<file path="src/rtl/lcdns_pkg.sv">
// ============================================================================
// LCD nibble sequencer package
// Shared types, codes and constants for the 4-bit character display driver.
// ============================================================================
package lcdns_pkg;

    // Display geometry.
    localparam int COLUMNS = 20;
    localparam int LINES   = 4;

    // Depth of the queue between the front and back parts.
    localparam int QDEPTH  = 2;
    localparam int QPTR_W  = (QDEPTH > 1) ? $clog2(QDEPTH) : 1;
    localparam int QCNT_W  = $clog2(QDEPTH + 1);

    // Command codes on the op field.
    localparam logic [2:0] OP_PUT_CHAR   = 3'd0;
    localparam logic [2:0] OP_SET_CURSOR = 3'd1;
    localparam logic [2:0] OP_CLEAR      = 3'd2;
    localparam logic [2:0] OP_HOME       = 3'd3;
    localparam logic [2:0] OP_INIT       = 3'd4;

    // Configuration register indexes.
    localparam logic [7:0] REG_LINE1_BASE = 8'd0;
    localparam logic [7:0] REG_LINE2_BASE = 8'd1;
    localparam logic [7:0] REG_LINE3_BASE = 8'd2;
    localparam logic [7:0] REG_LINE4_BASE = 8'd3;

    // Reset values of the line base addresses.
    localparam logic [6:0] LINE1_BASE_RST = 7'h00;
    localparam logic [6:0] LINE2_BASE_RST = 7'h40;
    localparam logic [6:0] LINE3_BASE_RST = 7'h14;
    localparam logic [6:0] LINE4_BASE_RST = 7'h54;

    // Display controller command bytes.
    localparam logic [7:0] CMD_SET_ADDR = 8'h80;
    localparam logic [7:0] CMD_CLEAR    = 8'h01;
    localparam logic [7:0] CMD_HOME     = 8'h02;

    // Step indexes inside a sequence.
    localparam logic [3:0] LAST_SINGLE = 4'd0;
    localparam logic [3:0] LAST_BYTE   = 4'd1;
    localparam logic [3:0] LAST_TWO    = 4'd3;
    localparam logic [3:0] LAST_INIT   = 4'd10;

    // Kind of work handed from the front part to the back part.
    typedef enum logic [1:0] {
        K_PUT  = 2'd0,  // data byte, then an optional set-address byte
        K_CMD  = 2'd1,  // one command byte
        K_INIT = 2'd2,  // power-on initialisation sequence
        K_NOTE = 2'd3   // a single result without a transfer
    } kind_t;

    // One queued request.
    typedef struct packed {
        kind_t      kind;
        logic [7:0] data_byte;
        logic [7:0] cmd_byte;
        logic [3:0] last_step;
        logic       status;
        logic [2:0] cursor_line;
        logic [5:0] cursor_column;
    } desc_t;

    // Queue status seen by both parts.
    typedef struct packed {
        logic full;
        logic empty;
    } qstat_t;

    // One result towards the display.
    typedef struct packed {
        logic       transfer_valid;
        logic       reg_select;
        logic [3:0] nibble;
        logic       check_busy;
        logic       status;
        logic [2:0] cursor_line;
        logic [5:0] cursor_column;
        logic       last;
    } res_t;

    // Nibble and busy flag of one step of the initialisation sequence.
    typedef struct packed {
        logic [3:0] nibble;
        logic       busy;
    } init_nib_t;

    function automatic init_nib_t init_step(input logic [3:0] step);
        init_nib_t r;
        case (step)
            4'd0:    r = '{nibble: 4'h3, busy: 1'b0};
            4'd1:    r = '{nibble: 4'h2, busy: 1'b0};
            4'd2:    r = '{nibble: 4'h8, busy: 1'b0};
            4'd3:    r = '{nibble: 4'h2, busy: 1'b0};
            4'd4:    r = '{nibble: 4'h8, busy: 1'b0};
            4'd5:    r = '{nibble: 4'h0, busy: 1'b1};
            4'd6:    r = '{nibble: 4'hC, busy: 1'b0};
            4'd7:    r = '{nibble: 4'h0, busy: 1'b1};
            4'd8:    r = '{nibble: 4'h1, busy: 1'b0};
            4'd9:    r = '{nibble: 4'h0, busy: 1'b1};
            4'd10:   r = '{nibble: 4'h6, busy: 1'b0};
            default: r = '{nibble: 4'h0, busy: 1'b0};
        endcase
        return r;
    endfunction

endpackage

</file>
<file path="src/rtl/lcdns_queue.sv">
// ============================================================================
// LCD nibble sequencer request queue
// Short first-word-fall-through queue between the front and back parts.
// ============================================================================
module lcdns_queue
    import lcdns_pkg::*;
(
    input  logic   clk,
    input  logic   rst_n,
    input  logic   push,
    input  desc_t  push_desc,
    input  logic   pop,
    output desc_t  head,
    output qstat_t stat
);

    desc_t              mem_reg [QDEPTH];
    logic [QPTR_W-1:0]  wr_ptr_reg;
    logic [QPTR_W-1:0]  rd_ptr_reg;
    logic [QCNT_W-1:0]  count_reg;

    // Status and head of the queue.
    assign stat.full  = (count_reg == QCNT_W'(QDEPTH));
    assign stat.empty = (count_reg == '0);
    assign head       = mem_reg[rd_ptr_reg];

    // Storage, written only on a push.
    always_ff @(posedge clk)
    begin
        if (push)
        begin
            mem_reg[wr_ptr_reg] <= push_desc;
        end
    end

    // Pointers and fill count.
    always_ff @(posedge clk or negedge rst_n)
    begin
        if (!rst_n)
        begin
            wr_ptr_reg <= '0;
            rd_ptr_reg <= '0;
            count_reg  <= '0;
        end
        else
        begin
            if (push)
            begin
                wr_ptr_reg <= (wr_ptr_reg == QPTR_W'(QDEPTH - 1)) ? '0
                                                                  : wr_ptr_reg + QPTR_W'(1);
            end
            if (pop)
            begin
                rd_ptr_reg <= (rd_ptr_reg == QPTR_W'(QDEPTH - 1)) ? '0
                                                                  : rd_ptr_reg + QPTR_W'(1);
            end
            if (push && !pop)
            begin
                count_reg <= count_reg + QCNT_W'(1);
            end
            else if (pop && !push)
            begin
                count_reg <= count_reg - QCNT_W'(1);
            end
        end
    end

endmodule

</file>
<file path="src/rtl/lcdns_front.sv">
// ============================================================================
// LCD nibble sequencer front part
// Accepts commands, tracks the cursor, holds the line bases and builds
// the queued request for each command.
// ============================================================================
module lcdns_front
    import lcdns_pkg::*;
(
    input  logic       clk,
    input  logic       rst_n,
    input  logic       cmd_valid,
    output logic       cmd_ready,
    input  logic [2:0] op,
    input  logic [7:0] char_code,
    input  logic [2:0] target_line,
    input  logic [5:0] target_column,
    input  logic       cfg_valid,
    output logic       cfg_ready,
    input  logic [7:0] cfg_index,
    input  logic [6:0] cfg_data,
    input  qstat_t     qstat,
    output logic       push,
    output desc_t      push_desc
);

    logic [6:0] line_base_reg [4];
    logic [2:0] line_now_reg, line_now_next;
    logic [5:0] column_now_reg, column_now_next;

    logic [5:0] col_inc;
    logic       col_wrap;
    logic [2:0] line_inc;
    logic [2:0] line_wrapped;
    logic       target_ok;
    logic [2:0] sel_line;
    logic [5:0] sel_column;
    logic [1:0] base_idx;
    logic [6:0] address;

    assign cmd_ready = !qstat.full;
    assign cfg_ready = 1'b1;
    assign push      = cmd_valid && cmd_ready;

    // Cursor advance for put character, with line wrap.
    assign col_inc      = column_now_reg + 6'd1;
    assign col_wrap     = (col_inc > 6'(COLUMNS));
    assign line_inc     = line_now_reg + 3'd1;
    assign line_wrapped = (line_inc > 3'(LINES)) ? 3'd1 : line_inc;

    // Range check of a set cursor request.
    assign target_ok = (target_line >= 3'd1) && (target_line <= 3'(LINES)) &&
                       (target_column >= 6'd1) && (target_column <= 6'(COLUMNS));

    // One display address is needed per command: the wrapped position for
    // put character, the target position otherwise.
    assign sel_line   = (op == OP_PUT_CHAR) ? line_wrapped : target_line;
    assign sel_column = (op == OP_PUT_CHAR) ? 6'd1 : target_column;
    assign base_idx   = 2'(sel_line - 3'd1);
    assign address    = line_base_reg[base_idx] + 7'(sel_column) - 7'd1;

    // Request build and next cursor position.
    always_comb
    begin
        push_desc.kind          = K_NOTE;
        push_desc.data_byte     = char_code;
        push_desc.cmd_byte      = CMD_SET_ADDR | {1'b0, address};
        push_desc.last_step     = LAST_SINGLE;
        push_desc.status        = 1'b0;
        line_now_next           = line_now_reg;
        column_now_next         = column_now_reg;
        unique case (op)
            OP_PUT_CHAR:
            begin
                push_desc.kind = K_PUT;
                if (col_wrap)
                begin
                    push_desc.last_step = LAST_TWO;
                    line_now_next       = line_wrapped;
                    column_now_next     = 6'd1;
                end
                else
                begin
                    push_desc.last_step = LAST_BYTE;
                    column_now_next     = col_inc;
                end
            end
            OP_SET_CURSOR:
            begin
                if (target_ok)
                begin
                    push_desc.kind      = K_CMD;
                    push_desc.last_step = LAST_BYTE;
                    line_now_next       = target_line;
                    column_now_next     = target_column;
                end
                else
                begin
                    push_desc.status = 1'b1;
                end
            end
            OP_CLEAR, OP_HOME:
            begin
                push_desc.kind      = K_CMD;
                push_desc.cmd_byte  = (op == OP_CLEAR) ? CMD_CLEAR : CMD_HOME;
                push_desc.last_step = LAST_BYTE;
                line_now_next       = 3'd1;
                column_now_next     = 6'd1;
            end
            OP_INIT:
            begin
                push_desc.kind      = K_INIT;
                push_desc.last_step = LAST_INIT;
                line_now_next       = 3'd1;
                column_now_next     = 6'd1;
            end
            default:
            begin
                push_desc.kind = K_NOTE;
            end
        endcase
        push_desc.cursor_line   = line_now_next;
        push_desc.cursor_column = column_now_next;
    end

    // Cursor state and line base registers.
    always_ff @(posedge clk or negedge rst_n)
    begin
        if (!rst_n)
        begin
            line_now_reg     <= 3'd1;
            column_now_reg   <= 6'd1;
            line_base_reg[0] <= LINE1_BASE_RST;
            line_base_reg[1] <= LINE2_BASE_RST;
            line_base_reg[2] <= LINE3_BASE_RST;
            line_base_reg[3] <= LINE4_BASE_RST;
        end
        else
        begin
            if (push)
            begin
                line_now_reg   <= line_now_next;
                column_now_reg <= column_now_next;
            end
            if (cfg_valid && cfg_ready)
            begin
                case (cfg_index)
                    REG_LINE1_BASE: line_base_reg[0] <= cfg_data;
                    REG_LINE2_BASE: line_base_reg[1] <= cfg_data;
                    REG_LINE3_BASE: line_base_reg[2] <= cfg_data;
                    REG_LINE4_BASE: line_base_reg[3] <= cfg_data;
                    default:        ;
                endcase
            end
        end
    end

endmodule

</file>
<file path="src/rtl/lcdns_back.sv">
// ============================================================================
// LCD nibble sequencer back part
// Walks the request at the head of the queue, one nibble result a cycle while
// the output is not stalled, into the output register.
// ============================================================================
module lcdns_back
    import lcdns_pkg::*;
(
    input  logic   clk,
    input  logic   rst_n,
    input  desc_t  head,
    input  qstat_t qstat,
    output logic   pop,
    output logic   res_valid,
    input  logic   res_ready,
    output res_t   res
);

    logic       res_valid_reg;
    res_t       res_reg, res_next;
    logic [3:0] step_reg;
    logic       load_en;
    logic       step_last;
    logic [7:0] cur_byte;
    init_nib_t  init_nib;

    assign load_en   = !res_valid_reg || res_ready;
    assign step_last = (step_reg == head.last_step);
    assign pop       = load_en && !qstat.empty && step_last;
    assign res_valid = res_valid_reg;
    assign res       = res_reg;

    // Byte of the current step: data for the first pair of a put character.
    assign cur_byte = ((head.kind == K_PUT) && !step_reg[1]) ? head.data_byte : head.cmd_byte;
    assign init_nib = init_step(step_reg);

    // Result of the current step.
    always_comb
    begin
        res_next.transfer_valid = 1'b1;
        res_next.reg_select     = 1'b0;
        res_next.nibble         = step_reg[0] ? cur_byte[3:0] : cur_byte[7:4];
        res_next.check_busy     = !step_reg[0];
        res_next.status         = 1'b0;
        unique case (head.kind)
            K_PUT:
            begin
                res_next.reg_select = !step_reg[1];
            end
            K_CMD:
            begin
                res_next.reg_select = 1'b0;
            end
            K_INIT:
            begin
                res_next.nibble     = init_nib.nibble;
                res_next.check_busy = init_nib.busy;
            end
            K_NOTE:
            begin
                res_next.transfer_valid = 1'b0;
                res_next.nibble         = 4'h0;
                res_next.check_busy     = 1'b0;
                res_next.status         = head.status;
            end
            default:
            begin
                res_next.transfer_valid = 1'b0;
            end
        endcase
        res_next.cursor_line   = head.cursor_line;
        res_next.cursor_column = head.cursor_column;
        res_next.last          = step_last;
    end

    // Step counter and output valid.
    always_ff @(posedge clk or negedge rst_n)
    begin
        if (!rst_n)
        begin
            res_valid_reg <= 1'b0;
            step_reg      <= '0;
        end
        else if (load_en)
        begin
            res_valid_reg <= !qstat.empty;
            if (!qstat.empty)
            begin
                step_reg <= step_last ? 4'd0 : step_reg + 4'd1;
            end
        end
    end

    // Output payload.
    always_ff @(posedge clk)
    begin
        if (load_en && !qstat.empty)
        begin
            res_reg <= res_next;
        end
    end

endmodule

</file>
<file path="src/rtl/char_lcd_nibble_sequencer.sv">
// ============================================================================
// Character LCD nibble sequencer
// Turns display commands into 4-bit nibble transfers and tracks the cursor.
// ============================================================================
//
//  Channel   Handshake              Payload
//  -------   ---------------------  ------------------------------------------
//  command   cmd_valid / cmd_ready  op, char_code, target_line, target_column
//  config    cfg_valid / cfg_ready  cfg_index, cfg_data
//  result    res_valid / res_ready  transfer_valid, reg_select, nibble,
//                                   check_busy, status, cursor_line,
//                                   cursor_column, last
//
//  A command is accepted and queued; the back part issues one result per
//  cycle while the result side takes them, and a command gives 1 result
//  (rejected or unknown), 2 (one byte), 4 (put character with wrap) or
//  11 (init). The result register sets that rate.
//  Reset sets the cursor to line 1, column 1 and loads the default line bases.
//  A stalled result holds the back part; commands are still taken until the
//  two-entry queue is full. Configuration writes are always taken.
//
module char_lcd_nibble_sequencer
    import lcdns_pkg::*;
(
    input  logic       clk,
    input  logic       rst_n,
    input  logic       cmd_valid,
    output logic       cmd_ready,
    input  logic [2:0] op,
    input  logic [7:0] char_code,
    input  logic [2:0] target_line,
    input  logic [5:0] target_column,
    input  logic       cfg_valid,
    output logic       cfg_ready,
    input  logic [7:0] cfg_index,
    input  logic [6:0] cfg_data,
    output logic       res_valid,
    input  logic       res_ready,
    output logic       transfer_valid,
    output logic       reg_select,
    output logic [3:0] nibble,
    output logic       check_busy,
    output logic       status,
    output logic [2:0] cursor_line,
    output logic [5:0] cursor_column,
    output logic       last
);

    qstat_t qstat;
    desc_t  push_desc;
    desc_t  head;
    logic   push;
    logic   pop;
    res_t   res;

    // Front part: command intake and cursor tracking.
    lcdns_front u_front
    (
        .clk           (clk),
        .rst_n         (rst_n),
        .cmd_valid     (cmd_valid),
        .cmd_ready     (cmd_ready),
        .op            (op),
        .char_code     (char_code),
        .target_line   (target_line),
        .target_column (target_column),
        .cfg_valid     (cfg_valid),
        .cfg_ready     (cfg_ready),
        .cfg_index     (cfg_index),
        .cfg_data      (cfg_data),
        .qstat         (qstat),
        .push          (push),
        .push_desc     (push_desc)
    );

    // Queue between the two parts.
    lcdns_queue u_queue
    (
        .clk       (clk),
        .rst_n     (rst_n),
        .push      (push),
        .push_desc (push_desc),
        .pop       (pop),
        .head      (head),
        .stat      (qstat)
    );

    // Back part: nibble sequencing.
    lcdns_back u_back
    (
        .clk       (clk),
        .rst_n     (rst_n),
        .head      (head),
        .qstat     (qstat),
        .pop       (pop),
        .res_valid (res_valid),
        .res_ready (res_ready),
        .res       (res)
    );

    assign transfer_valid = res.transfer_valid;
    assign reg_select     = res.reg_select;
    assign nibble         = res.nibble;
    assign check_busy     = res.check_busy;
    assign status         = res.status;
    assign cursor_line    = res.cursor_line;
    assign cursor_column  = res.cursor_column;
    assign last           = res.last;

    // A failure result never carries a transfer and closes its command.
    a_status_alone: assert property (@(posedge clk) disable iff (!rst_n)
        res_valid && status |-> !transfer_valid && last)
        else $error("failure result carries a transfer or is not last");

    // A busy poll is only requested ahead of a real transfer.
    a_busy_transfer: assert property (@(posedge clk) disable iff (!rst_n)
        res_valid && check_busy |-> transfer_valid)
        else $error("busy poll flagged without a transfer");

    // The tracked cursor always lies on the display.
    a_cursor_range: assert property (@(posedge clk) disable iff (!rst_n)
        res_valid |-> (cursor_line >= 3'd1) && (cursor_line <= 3'(LINES)) &&
                      (cursor_column >= 6'd1) && (cursor_column <= 6'(COLUMNS)))
        else $error("cursor position off the display");

endmodule

</file>
<file path="config.mk">
export PLATFORM = sky130hd
export DESIGN_NAME = char_lcd_nibble_sequencer
export DESIGN_NICKNAME = d
export VERILOG_FILES = /design/src/rtl/lcdns_pkg.sv /design/src/rtl/lcdns_queue.sv /design/src/rtl/lcdns_front.sv /design/src/rtl/lcdns_back.sv /design/src/rtl/char_lcd_nibble_sequencer.sv
export SDC_FILE = /design/constraint.sdc
export NUM_CORES = 1
export LEC_CHECK = 0
export ABC_AREA = 1
export BUFFER_PORTS_ARGS = -buffer_cell sky130_fd_sc_hd__buf_2
export CAP_MARGIN = 20
export CORE_ASPECT_RATIO = 1.2
export CORE_MARGIN = 4
export CORE_UTILIZATION = 50
export CTS_CLUSTER_DIAMETER = 80
export DETAILED_ROUTE_END_ITERATION = 10
export PLACE_DENSITY = 0.69
export RECOVER_POWER = 100
export SETUP_SLACK_MARGIN = 0.02
export SLEW_MARGIN = 30
export SYNTH_ARGS = -nofsm -noshare
export SYNTH_HDL_FRONTEND = slang
export SYNTH_SLANG_ARGS = --single-unit
</file>
<file path="constraint.sdc">
create_clock -name clk -period 4.9 [get_ports clk]
set_input_delay 0.49 -clock clk [delete_from_list [all_inputs] [get_ports clk]]
set_output_delay 0.49 -clock clk [all_outputs]
set_load 0.02 [all_outputs]
</file>
==> results.yml <==
outcome:
  run_status: "finished, violations left"
  violations: "capacitance limit, slew limit"
floorplanning:
  core-area_um2: 12100
  die_height_um: 130
  die_area_um2: 14200
  start_util: 0.511
  fp-row-count: 44
  die_width_um: 110
  number_of_primary_i_o_pins: 61
final_layout:
  post_route_cells_drive_above_1_share: 0.115
  layout.cell_area.non_filler_um2: 7120
  largest_register_ffs: 62
  diodes: 0
  fin_util: 0.588
  synthesis_to_finish_area_growth_pct: 15.0
  count_of_nets_after_finishing: 793
yosys:
  synth_enable_flop_cells: 80
  synth-warning-count: 0
  yosysTopAreaCell: "sky130_fd_sc_hd__edfxtp_1"
  synth_compound_gate_area_share: 0.0687
  postSynthRegisterBits: 126
  syn_area_per_cell_um2: 9.34
  synth_top_family_by_area: "simple AND/OR/NAND/NOR gates"
  commonest_register_cell_after_synthesis: "sky130_fd_sc_hd__edfxtp_1"
  mappedNetlistArea_um2: 6190
  synthAdderAreaFrac: 0.0477
  synth_simple_gate_area_frac: 0.235
  synth_top_cells_by_area: "sky130_fd_sc_hd__edfxtp_1 (39%), sky130_fd_sc_hd__dfrtp_1 (15%), sky130_fd_sc_hd__nand2_1 (13%)"
  synth_fp_nets: 726
  fraction_of_synthesis_flops_using_an_asynchronous_set_or_reset_pin: 0.365
  synth.lib_cells_used.distinct: 41
  synthMuxAreaShare: 0
  ys_seq_area_frac: 0.575
  synth_top_area_frac: 0.388
  synth_cells: 663
  post_synth_xor_area_fraction: 0.0127
clock_network:
  cts_setup_buffers: 0
  tritoncts.num_buffers: 17
  clock_tree.root_cell: "sky130_fd_sc_hd__clkbuf_16"
  cts_sinks: 126
  clkLatencyLatePin_ps: 410
  cts_hold_repair.buffers: 0
  cts_max_level: 4
  worst_setup_hold_path_clk_slew_ps: 60
  post_cts_resized: 0
  clock_path_buffers: 2
  tritoncts: "yes"
worst_setup_path:
  worstReg2RegStart: "u_front.line_now_reg[0]"
  setup.worst_path.end_class: "flip-flop"
  critPathLaunch: "u_front.line_now_reg[0]"
  r2r_end: "u_queue.mem_reg[0][19]"
  crit_fanout: 11
  worst_ep_required_time_ps: 5030
  worst-endpoint-arrival_ps: 4150
  reg2reg_setup_slack_ps: 890
  critical_path_end: "u_queue.mem_reg[0][19]"
  classification_of_the_worst_setup_path: "flip-flop to flip-flop"
  r2r_cells: 20
  worst_setup_path_start_kind: "flip-flop"
sta:
  grt_setup_unrepaired: "no"
  max_slew_margin: -0.789
  final-setup-viol-count: 0
  fin_worst_skew_ps: 7.61
  timing.hold.ws_ps: 277
  setup_tns_ps: 0
  finalHoldViolCount: 0
  min_tclk_post_route_ps: 4010
  fin_crit_sh: 0.819
  pin_slew_with_the_least_headroom_to_its_limit_ps: 2680
  timing.fmax_mhz: 249
  maxSlewViolCount: 47
placement:
  routability_congestion_estimate: 0.895
  post_dp_cell_area_um2: 6650
  dp.final_hpwl_um: 9140
  place.port_buffers: 59
route:
  number_of_nets_with_antenna_violations_after_routing: 0
  drc: 0
  totalWireLength_um: 13100
  drtPass1Iterations: 5
  routed_wire_length_per_instance_um: 14.5
  dr_total_vias: 4626
  via_per_inst: 5.12
  drt_iter0_markers: 249
global_routing:
  global_route_wire_length_before_repair_um: 22000
  initial_antenna_violation_count: 0
  first_global_vias: 4620
  track_usage: 0.200
  grt_start_max_net_pins: 47
  globalRoute.totalOverflow: 0
run:
  max_cap_viol_count: 1
pwr:
  cellPowerDensity_nw_per_um2: 567
  maximum_vdd_drop_uv: 254
  power_mw: 4.03
  power_leakage_nw: 3.23
hold_path:
  min_path_type: "input pin to flip-flop"
## cells in the final DEF, fill, tap and decap left out, types with 3 or more instances in the layout
cell                         instances
sky130_fd_sc_hd__nand4_1             6
sky130_fd_sc_hd__buf_2              34
sky130_fd_sc_hd__dfstp_2             6
sky130_fd_sc_hd__nand2_2             5
sky130_fd_sc_hd__clkbuf_1           28
sky130_fd_sc_hd__a21oi_1            16
sky130_fd_sc_hd__clkinv_2            3
sky130_fd_sc_hd__inv_1              71
sky130_fd_sc_hd__a31oi_1             3
sky130_fd_sc_hd__nand2_1           218
sky130_fd_sc_hd__nor3_1              3
sky130_fd_sc_hd__nand3_1            57
sky130_fd_sc_hd__ha_1               22
sky130_fd_sc_hd__clkinv_4            4
sky130_fd_sc_hd__o22ai_1             4
sky130_fd_sc_hd__edfxtp_1           80
sky130_fd_sc_hd__dfrtp_1            38
sky130_fd_sc_hd__nor2_1             37
sky130_fd_sc_hd__o21bai_1            3
sky130_fd_sc_hd__o221ai_1            3
sky130_fd_sc_hd__clkinvlp_4          3
sky130_fd_sc_hd__clkinv_1            3
sky130_fd_sc_hd__xor2_1              7
sky130_fd_sc_hd__clkbuf_16          17
sky130_fd_sc_hd__o21ai_0            43
## worst max-delay path, stage by stage, from the launching register on
cell                       delay, ps
sky130_fd_sc_hd__dfstp_1         570
sky130_fd_sc_hd__ha_1            200
sky130_fd_sc_hd__inv_1            50
sky130_fd_sc_hd__ha_1            190
sky130_fd_sc_hd__nor2_1          180
sky130_fd_sc_hd__nand2_2          70
sky130_fd_sc_hd__nand2_1         240
sky130_fd_sc_hd__inv_1           240
sky130_fd_sc_hd__nand2_1         300
sky130_fd_sc_hd__o221ai_1        170
sky130_fd_sc_hd__ha_1            310
sky130_fd_sc_hd__inv_1            60
sky130_fd_sc_hd__ha_1            180
sky130_fd_sc_hd__inv_1            60
sky130_fd_sc_hd__fa_1            360
sky130_fd_sc_hd__inv_1           110
sky130_fd_sc_hd__nand2_1          70
sky130_fd_sc_hd__a21oi_1         130
sky130_fd_sc_hd__nor2_1           70
sky130_fd_sc_hd__xor2_1          120
sky130_fd_sc_hd__nor2_1           60
## report_power, final
part / switching, mW / internal, mW / total (mW)
logic: 0.838 / 0.352 / 1.19
registers: 0.135 / 1.51 / 1.65
clock network: 0.454 / 0.744 / 1.20
## cells by family (layout without fill, tap and decap cells)
kind of cell / Yosys count / in the layout
AND/OR/NAND/NOR: 337 / 337
AO/OA/AOI/OAI: 76 / 76
XOR/XNOR: 9 / 9
adder cells (fa/ha/maj): 23 / 23
other: 1 / 1
flip-flops: 126 / 126
buffers and inverters: 91 / 170
## cells in the mapped netlist, types with 2 or more instances
master,instances
sky130_fd_sc_hd__nand2_1,215
sky130_fd_sc_hd__edfxtp_1,80
sky130_fd_sc_hd__inv_1,68
sky130_fd_sc_hd__nand3_1,56
sky130_fd_sc_hd__o21ai_0,41
sky130_fd_sc_hd__dfrtp_1,38
sky130_fd_sc_hd__nor2_1,34
sky130_fd_sc_hd__ha_1,22
sky130_fd_sc_hd__a21oi_1,16
sky130_fd_sc_hd__clkbuf_1,8
sky130_fd_sc_hd__dfstp_2,8
sky130_fd_sc_hd__inv_2,7
sky130_fd_sc_hd__nand2_2,7
sky130_fd_sc_hd__xor2_1,7
sky130_fd_sc_hd__nand4_1,6
sky130_fd_sc_hd__o22ai_1,4
sky130_fd_sc_hd__a31oi_1,3
sky130_fd_sc_hd__and2_1,3
sky130_fd_sc_hd__buf_4,3
sky130_fd_sc_hd__nand2_4,3
sky130_fd_sc_hd__nor2_2,3
sky130_fd_sc_hd__o21ai_1,3
sky130_fd_sc_hd__o21bai_1,3
sky130_fd_sc_hd__o221ai_1,3
sky130_fd_sc_hd__buf_2,2
sky130_fd_sc_hd__buf_6,2
sky130_fd_sc_hd__nand3_2,2
sky130_fd_sc_hd__nor3_1,2
sky130_fd_sc_hd__xnor2_1,2
## cell type report
| type | count | area [µm²] |
|---|---|---|
| Clock inverter | 14 | 145 |
| Clock buffer | 17 | 425 |
| Timing Repair Buffer | 63 | 283 |
| Inverter | 76 | 288 |
| Tap cell | 161 | 201 |
| Fill cell | 1086 | 4990 |
| Sequential cell | 126 | 3560 |
| Multi-Input combinational cell | 446 | 2210 |
## worst min path at each step
stage                                    start                   endpoint  slack, ps  depth (start not counted)
after detailed placement  u_queue.count_reg[0]       u_queue.count_reg[0]        460                          1
after global routing              char_code[2]     u_queue.mem_reg[0][24]        260                          1
after global placement    u_queue.count_reg[0]       u_queue.count_reg[0]        460                          1
after CTS                                rst_n  u_front.column_now_reg[2]        120                          1
final                             char_code[4]     u_queue.mem_reg[0][26]        280                          1
after floorplan                          rst_n           u_back.res_valid        190                          0
## stage by stage
step,cells,worst slack (ps)
3_3_place_gp,872,1520
3_5_place_dp,872,1400
6_report,903,886
2_1_floorplan,663,1740
4_1_cts,903,1350
5_1_grt,903,574
## layer usage
metal | GRT usage | vias to the layer above | share of wire
met1 | 0.253 | 2161 | 0.43
met5 | 0 | - | 0
li1 | - | 2324 | -
met3 | 0.0465 | 12 | 0.052
met2 | 0.342 | 129 | 0.51
met4 | 0.0572 | 0 | 0.0095
Note: power is estimated with default switching activity, not from simulation.
